## src/hw/rtl/cir_pkg.sv

```systemverilog
package cir_pkg;

    localparam int BUF_BYTES  = 115200;
    localparam int MAX_PIECES = 64;

    // fixed field widths
    localparam int FUNC_W = 2;
    localparam int TOT_W  = 7;
    localparam int NUM_W  = 7;
    localparam int BYTE_W = 8;
    localparam int RA_W   = 17;
    localparam int STAT_W = 3;
    localparam int CNT_W  = 7;

    localparam int IN_TDATA_W  = 40;
    localparam int OUT_TDATA_W = 24;

    // derived widths
    localparam int ADDR_W  = $clog2(BUF_BYTES);
    localparam int WP_W    = $clog2(BUF_BYTES + 1);
    localparam int PIECE_W = WP_W;
    localparam int DIVD_W  = $clog2(BUF_BYTES + MAX_PIECES);
    localparam int PROD_W  = NUM_W + PIECE_W;
    localparam int PN_W    = (MAX_PIECES > 1) ? $clog2(MAX_PIECES) : 1;

    typedef enum logic [FUNC_W-1:0] {
        FN_BEGIN = 2'd0,
        FN_BYTE  = 2'd1,
        FN_END   = 2'd2,
        FN_READ  = 2'd3
    } t_func;

    typedef enum logic [STAT_W-1:0] {
        ST_BEGIN_OK  = 3'd0,
        ST_BEGIN_REF = 3'd1,
        ST_STORED    = 3'd2,
        ST_DROPPED   = 3'd3,
        ST_COMPLETE  = 3'd4,
        ST_INCOMPL   = 3'd5,
        ST_READ_DATA = 3'd6
    } t_status;

    typedef enum logic [1:0] {
        S_IDLE = 2'd0,
        S_DIV  = 2'd1,
        S_OPEN = 2'd2,
        S_READ = 2'd3
    } t_state;

    typedef struct packed {
        t_status            status;
        logic [BYTE_W-1:0]  read_data;
        logic [CNT_W-1:0]   received;
        logic [CNT_W-1:0]   expected;
        logic               ready;
    } t_result;

endpackage

```

## src/hw/rtl/cir_div.sv

```systemverilog
module cir_div
    import cir_pkg::*;
(
    input  logic              i_clk,
    input  logic              i_rst_n,
    input  logic              i_start,
    input  logic [DIVD_W-1:0] i_dividend,
    input  logic [TOT_W-1:0]  i_divisor,
    output logic              o_done,
    output logic [DIVD_W-1:0] o_quotient
);

    localparam int CW = $clog2(DIVD_W + 1);

    logic              r_busy;
    logic              r_done;
    logic [CW-1:0]     r_cnt;
    logic [TOT_W-1:0]  r_rem;
    logic [DIVD_W-1:0] r_quo;
    logic [TOT_W-1:0]  r_div;

    logic [TOT_W:0]    w_shift;
    logic              w_fit;
    logic [TOT_W:0]    w_diff;

    // restoring division, one quotient bit per cycle
    always_comb begin
        w_shift = {r_rem, r_quo[DIVD_W-1]};
        w_fit   = (w_shift >= {1'b0, r_div});
        w_diff  = w_shift - {1'b0, r_div};
    end

    always_ff @(posedge i_clk) begin
        if (!i_rst_n) begin
            r_busy <= 1'b0;
            r_done <= 1'b0;
            r_cnt  <= '0;
        end else begin
            r_done <= 1'b0;
            if (i_start) begin
                r_busy <= 1'b1;
                r_cnt  <= '0;
            end else if (r_busy) begin
                r_cnt <= CW'(r_cnt + 1'b1);
                if (r_cnt == CW'(DIVD_W - 1)) begin
                    r_busy <= 1'b0;
                    r_done <= 1'b1;
                end
            end
        end
    end

    always_ff @(posedge i_clk) begin
        if (i_start) begin
            r_rem <= '0;
            r_quo <= i_dividend;
            r_div <= i_divisor;
        end else if (r_busy) begin
            r_rem <= w_fit ? w_diff[TOT_W-1:0] : w_shift[TOT_W-1:0];
            r_quo <= {r_quo[DIVD_W-2:0], w_fit};
        end
    end

    assign o_done     = r_done;
    assign o_quotient = r_quo;

endmodule

```

## config.mk

```make
export PLATFORM = sky130hd
export DESIGN_NAME = cir_div
export DESIGN_NICKNAME = d
export VERILOG_FILES = /design/src/hw/rtl/cir_pkg.sv /design/src/hw/rtl/cir_div.sv
export SDC_FILE = /design/constraint.sdc
export NUM_CORES = 1
export LEC_CHECK = 0
export BUFFER_PORTS_ARGS = -buffer_cell sky130_fd_sc_hd__buf_2
export CAP_MARGIN = 20
export CORE_MARGIN = 4
export CORE_UTILIZATION = 35
export CTS_CLUSTER_DIAMETER = 200
export DETAILED_ROUTE_END_ITERATION = 6
export GPL_ROUTABILITY_DRIVEN = 0
export PLACE_DENSITY_LB_ADDON = 0.08
export SLEW_MARGIN = 10
export SYNTH_ARGS = -nofsm -noshare
export SYNTH_HDL_FRONTEND = slang
export SYNTH_SLANG_ARGS = --single-unit
```

## constraint.sdc

```tcl
create_clock -name i_clk -period 6.7 [get_ports i_clk]
set_input_delay 0 -clock i_clk [delete_from_list [all_inputs] [get_ports i_clk]]
set_output_delay 0 -clock i_clk [all_outputs]
set_load 0.005 [all_outputs]
```

Word level (Yosys, flattened, before mapping)
Cells that the tools add are included.
{"block": "word_totals", "ff_bits": 38, "inputBits": 27, "elab_cells": 22}
{"block": "classes", "n_addsub": 2, "n_lt_le_gt_ge": 1, "eq_ne": 1, "mux": 7, "n_bitwise": 2, "n_reduce_logical": 3}
{"op": "17-bit 2-to-1 mux", "count": 2}
{"op": "8-bit by 7-bit greater-or-equal comparator with 1-bit output", "count": 1}
{"op": "7-bit 2-to-1 mux", "count": 1}
{"op": "7-bit subtractor", "count": 1}
{"op": "5-bit by 1-bit adder with 5-bit output, second input constant", "count": 1}
{"op": "5-bit equality test, second input constant", "count": 1}
{"op": "1-bit 2-to-1 mux", "count": 4}
{"op": "3-bit OR reduction", "count": 1}
{"op": "1-bit NOT", "count": 2}
{"op": "2-bit nonzero test", "count": 1}
{"op": "2-bit OR reduction", "count": 1}

Longest topological paths before layout
Gate-level depths: netlist of the first run.
{"block": "logic_depth", "depth_word": 4, "mapped_depth": 9, "depth_no_buf": 7}

Least setup slack after synthesis of the first run
Ideal clock, no wire load.
{"block": "synth_timing", "path_kind": "register to register", "startpoint": "reg r_quo[16], in the netlist o_quotient[16]", "endpoint": "reg r_rem[0]", "setup_time_ns": 0.088, "arrival_time_ns": 2.097, "required_ns": 6.612, "slack_ns": 4.515, "path_stages_with_launch": 10, "synth_period_minus_slack_ns": 2.185, "cell_sequence": "edfxtp_1 > inv_1 > ha_1 > fa_1 > nand2b_1 > a211o_1 > buf_6 > and3_1 > buf_6 > a311oi_2"}
{"block": "synth_via", "elab_chain_len": 2}
{"element": "start, declared", "line_no": "cir_div.sv:19", "source": "logic [DIVD_W-1:0] r_quo;"}
{"element": "start signal, assigned", "line_no": "cir_div.sv:56", "source": "r_quo <= i_dividend;"}
{"element": "start signal, assigned", "line_no": "cir_div.sv:60", "source": "r_quo <= {r_quo[DIVD_W-2:0], w_fit};"}
{"element": "7-bit subtractor or 8-bit by 7-bit greater-or-equal comparator with 1-bit output (tied branches)", "line_no": "cir_div.sv:30, cir_div.sv:29"}
{"element": "7-bit 2-to-1 mux *", "line_no": "cir_div.sv:59", "source": "r_rem <= w_fit ? w_diff[TOT_W-1:0] : w_shift[TOT_W-1:0];"}
{"element": "end signal, assigned", "line_no": "cir_div.sv:59"}
{"element": "end, declared", "line_no": "cir_div.sv:18", "source": "logic [TOT_W-1:0] r_rem;"}
Every way passes the cells marked *; elsewhere a longest branch is shown, timed or not.
A chain may end at the register's enable or synchronous reset.

Final worst setup path of the first run
Ends and elaborated chain as after synthesis.

==> results.ini, run 1 <==
[final_layout]
layout.cells.non_filler=302
drive_above_1_share_pct=32.2
diodes=0
syn_to_final_growth_pct=22.1
final_nets=266
final_common_cell=buf_2
layout_common_cells=buf_2, edfxtp_1, mux2_2, nor2_1

[placed_design]
port_buffers=44
dp_hpwl_um=3100
dp.cells=285

[setup_path]
r2r_end=r_rem[0]
cp-end-kind=flop
ff2ff_path_depth=7
rrSetupSlack_ns=4.39
r2r_start=o_quotient[16]
crit_type=reg2reg
critPathLaunchType=flop
crit_required_ns=6.90
crit_fanout=9
arrival_ns=2.51

[global_route]
grt_max_degree=42
grt_pass1_wl_um=7470
grt_pass1_vias=1587
grt_usage_pct=13.0
antenna_found_initial=0
grt_overflow=0

[power]
p_leak_nw=0.996
irDropWorstVdd_mv=0.0954
powerDensity_mw_per_mm2=229

[clock_network]
cts_sinks=38
clk_pin_slew_ns=0.07
cts_inserted_buffers=5
cts_resized=0
cts_tree=built
cts-root-buf=clkbuf_8
htree_levels=2
clockBufferDepth=2
clkLatencyLatePin_ns=0.28

[synth]
synthArstFlopShare_pct=0
synth_largest_area_cell=edfxtp_1
synth_cell_type_count=47
syn_inst=179
synth_top_cells_by_area=edfxtp_1, dfxtp_1, mux2_2
syn_nets=216
syn_area_per_cell_um2=11.4
syn-cell-area_mm2=0.00205
yosysSeqAreaShare_pct=48.9
synthFlopType=edfxtp_1
synth_edf_count=24
synth_warnings=0
synth_top_cell_area_share_pct=35.2
ys_seq_elements=38

[hold_path]
min_path_type=in2reg
holdPathEnd=o_quotient[15]
worst_hold_startpoint=i_dividend[15]
whs_path_depth=2

[die]
start_util_pct=36.7
fp.dieH_um=84.5
rows=27
die_w_um=84.5
core_mm2=0.00557
die_area_mm2=0.00713
io-pin-count=45

[sta]
hold_violations=0
period_share_pct=34.5
skew_ns=0.00247
timing.hold.ws_ns=0.0107
slew_headroom_pct=46.1
max_freq_ghz=0.433
tightestPinTransition_ns=0.808
timing.final.crit_period_ns=2.31
setup_viol_count_final=0
rsz0062_at_grt=no
finalMaxSlewViolations=0
setup_tns_ns=0

[routing]
drc=0
ant_nets=0
drt_iter0_drc=121
wire_per_inst_um=14.2
vias=1518
vias_per_cell=5.03
wl_um=4290
firstDrtPassIters=4

[run_status]
status=complete, no violations

[flow_run]
drv_cap=0

critical path: stages, from the launching register on:
cell,delay [ns]
edfxtp_1,0.34
inv_1,0.07
ha_1,0.22
fa_1,0.40
nand2b_1,0.19
a211o_1,0.39
and3_1,0.33
a311oi_2,0.29
final cells by class:
class,count,area (um^2)
clock buffers,7,76.3
clock inverters,1,30.0
fillers,536,3080
inverters,14,52.6
multi-input cells,117,937
flip-flops and latches,38,1000
well taps,72,90.1
repair buffers,53,310
cell families after synthesis:
family / synth area share [%]
AO/OA/AOI/OAI: 12.8
XOR/XNOR: 3.00
adder cells (fa/ha/maj): 6.48
buffers and inverters: 5.26
flip-flops: 48.9
multiplexers: 9.79
AND/OR/NAND/NOR: 13.8
routing by layer:
metal | up-vias | part of all wire, % | GRT usage [%]
li1 | 745 | - | -
met1 | 726 | 44 | 15.9
met2 | 41 | 50 | 21.7
met3 | 6 | 5.3 | 4.12
met4 | 0 | 1.3 | 4.03
met5 | - | 0 | 0
synth_stat cells (2+ instances only):
cell type,count
nor2_1,16
a21o_1,3
a41oi_1,4
a211oi_1,3
xor2_1,3
nand2_1,7
mux2i_1,2
buf_6,2
nor3b_1,4
buf_2,2
o21bai_1,2
nand3b_1,3
dfxtp_1,14
a21oi_1,2
edfxtp_1,24
clkbuf_1,5
a311oi_2,2
mux2_2,16
nand2b_1,7
o21ai_1,2
nand4_1,4
inv_1,14
ha_1,9
nor3_1,2
o31ai_2,2
xnor2_1,4
registers in the layout (all words and copies together) (netlist names):
name,flops
o_done,1
o_quotient,17
r_busy,1
r_cnt,5
r_div,7
r_rem,7
report_power, final:
part | switching [mW] | total [mW] | leakage [nW] | internal, mW
Combinational | 0.0500 | 0.0989 | 0.590 | 0.0489
Sequential | 0.0121 | 0.282 | 0.354 | 0.270
Clock | 0.0794 | 0.191 | 0.0524 | 0.111
metrics by stage:
stage / cell area, um^2 / power [mW] / setup WS (ns) / util [%]
2_1_floorplan: 2050 / 0.350 / 4.51 / -
3_3_place_gp: 2300 / 0.380 / 4.48 / 41.3
3_5_place_dp: 2300 / 0.383 / 4.42 / 41.3
4_1_cts: 2490 / 0.579 / 4.39 / 44.6
5_1_grt: 2500 / 0.606 / 4.24 / 44.8
6_report: 2500 / 0.572 / 4.39 / 44.8
worst max path at each step:
stage,from,to,slack (ns),depth (start not counted)
final,o_quotient[16],r_rem[0],4.39,7
after global routing,o_quotient[16],r_rem[0],4.24,7
after CTS,o_quotient[16],r_rem[0],4.39,7
after global placement,o_quotient[16],r_rem[0],4.48,7
after floorplan,o_quotient[16],r_rem[0],4.51,9
after detailed placement,o_quotient[16],r_rem[0],4.42,7
timing repair:
item                      CTS  global route
setup buffers               0             0
hold buffers                8             1
hold endpoints to repair    8             1
Note: power is estimated with default switching activity, not from simulation.
==> run 2, diff against run 1 <==
==> constraint.sdc (replaced) <==
create_clock -name i_clk -period 2.4 [get_ports i_clk]
set_input_delay 0 -clock i_clk [delete_from_list [all_inputs] [get_ports i_clk]]
set_output_delay 0 -clock i_clk [all_outputs]
set_load 0.005 [all_outputs]
==> results.ini, run 2 (same netlist as run 1, synthesis figures left out) <==
[final_layout]
final_common_cell=buf_2
fin_util_pct=45.3  ; +0.49 points
fin_area_mm2=0.00252  ; +1.1%
diodes=0  ; unchanged
drive_above_1_share_pct=34.6  ; +2.4 points
final_nets=270  ; +1.5%
fill_cells=547  ; +2.1%
largest_reg_flops=17  ; unchanged
syn_to_final_growth_pct=23.4
layout_common_cells=buf_2, edfxtp_1, mux2_2, nor2_1

[sta]
worst_slack_ns=0.184  ; -4.21 ns
setup_tns_ns=0  ; unchanged
period_share_pct=92.3  ; +58 points
timing.final.crit_period_ns=2.22  ; -0.0943 ns
tightestPinTransition_ns=0.415  ; -0.393 ns
skew_ns=0.00452  ; +0.00205 ns
max_freq_ghz=0.451  ; +4.3%
rsz0062_at_grt=no
slew_headroom_pct=72.3  ; +26 points
finalMaxSlewViolations=0  ; unchanged
setup_viol_count_final=0  ; unchanged
hold_violations=0  ; unchanged

[hold_path]
min_path_type=in2reg

[power]
p_clk_share_pct=30.1  ; -3.3 points
p_leak_nw=1.01  ; +1.6%
power_switching_mw=0.401  ; +180%
power.share.switching_pct=26.2  ; +1.5 points
p_seq_share_pct=51.3  ; +2.0 points
powerDensity_mw_per_mm2=605  ; +160%
p_int_mw=1.13  ; +160%
combinationalPowerShare_pct=18.6  ; +1.3 points
irDropWorstVdd_mv=0.298  ; +210%

[die]
rows=27  ; unchanged
fp.dieH_um=84.5  ; unchanged
core_mm2=0.00557  ; unchanged
io-pin-count=45  ; unchanged
die_w_um=84.5  ; unchanged
die_area_mm2=0.00713  ; unchanged
start_util_pct=36.7  ; unchanged

[global_route]
grt_pass1_wl_um=7520  ; +0.75%
grt_max_degree=23  ; -45%
grt_usage_pct=13.1  ; +0.16 points
grt_overflow=0  ; unchanged
grt_pass1_vias=1553  ; -2.1%
antenna_found_initial=0  ; unchanged

[routing]
wl_um=4290  ; unchanged
vias_per_cell=4.97  ; -1.0%
drc=0  ; unchanged
wire_per_inst_um=14.0  ; -1.3%
firstDrtPassIters=4  ; unchanged
drt_iter0_drc=99  ; -18%
ant_nets=0  ; unchanged
vias=1522  ; +0.26%

[clock_network]
htree_levels=2  ; unchanged
cts_tree=built
cts_inserted_buffers=5  ; unchanged
clkLatencyLatePin_ns=0.29  ; about the same
cts-root-buf=clkbuf_8
clockBufferDepth=2  ; unchanged
post-cts-setup-buffers=0  ; unchanged
cts_sinks=38  ; unchanged
clk_pin_slew_ns=0.08  ; about the same

[placed_design]
dp_hpwl_um=3140  ; +1.2%
port_buffers=44  ; unchanged
placedInstanceArea_mm2=0.00232  ; +0.98%
pre_cts_slack_ns=0.106  ; -4.31 ns

[setup_path]
cp-end-kind=flop
crit_slowest_cell=fa_1
crit_type=reg2reg
arrival_ns=2.41  ; -0.10 ns
critPathLaunchType=flop
worstPathCellList=inv_1, ha_1, fa_1, nand2b_1, a211o_2, and3_4, a311oi_2
critPathMaxStageDelay_ns=0.40  ; about the same
crit_fanout=9  ; unchanged
crit_required_ns=2.60  ; -4.30 ns

[run_status]
status=complete, no violations

[flow_run]
drv_cap=0  ; unchanged

-- run 2: changes by cell type in the layout (fill, tap and decap cells not counted), sizes merged --
cell	delta
clkbuf	-1
bufinv	-1
dlygate4sd3	+1
clkinvlp	+1
buf	+3
clkinv	+1
-- run 2: stage by stage --
stage	hold WS, ns	total power, mW	instances
floorplan	0.0989	0.977	179
global placement	0.178	1.06	288
detailed placement	0.178	1.07	288
CTS	0.00459	1.54	304
global route	0.00313	1.63	306
finish	0.0126	1.53	306
-- run 2: power by group through the flow --
stage	Sequential, mW	Clock [mW]	Combinational, mW
after floorplan	0.793	0	0.184
after global placement	0.795	0	0.269
after detailed placement	0.799	0	0.272
after global routing	0.792	0.512	0.321
final	0.784	0.460	0.284
after CTS	0.785	0.473	0.284
-- run 2: area by class of cell --
class                      count  area (um^2)  share of cell area (%)
multi-input combinational    117          943                    37.4
clock buffer                   6         82.6                    3.27
timing repair buffer          57          343                    13.6
inverter                      14         52.6                    2.08
sequential                    38         1000                    39.6
clock inverter                 2         12.5                   0.496
tap                           72         90.1                    3.57
-- run 2: what timing repair did --
item	CTS	global route
endpoints found under the setup margin	0	6
hold buffers	8	2
gates resized for setup	0	3
endpoints found under the hold margin	8	2
-- run 2: worst paths after layout --
kind             startpoint              to  slack, ns  cells after the start
max          o_quotient[16]        r_rem[0]       0.18                      7
min          i_dividend[10]  o_quotient[10]       0.01                      2
max reg2reg  o_quotient[16]        r_rem[0]       0.18                      7
min reg2reg        r_rem[1]        r_rem[2]       0.53                      2
-- run 2: metal layers --
layer	global-route usage (%)	share of wire, %	vias to the layer above
met5	0	0	-
met1	16.4	45	718
met4	4.32	1.3	0
met2	22.5	50	41
met3	2.85	4.2	6
li1	-	-	757
-- run 2: worst max-delay path: cells and delay by family, from the launching register on --
kind / cells / cell delay (ns)
buffers and inverters: 1 / 0.07
flip-flops: 1 / 0.35
adder cells (fa/ha/maj): 2 / 0.62
AO/OA/AOI/OAI: 2 / 0.66
AND/OR/NAND/NOR: 2 / 0.44
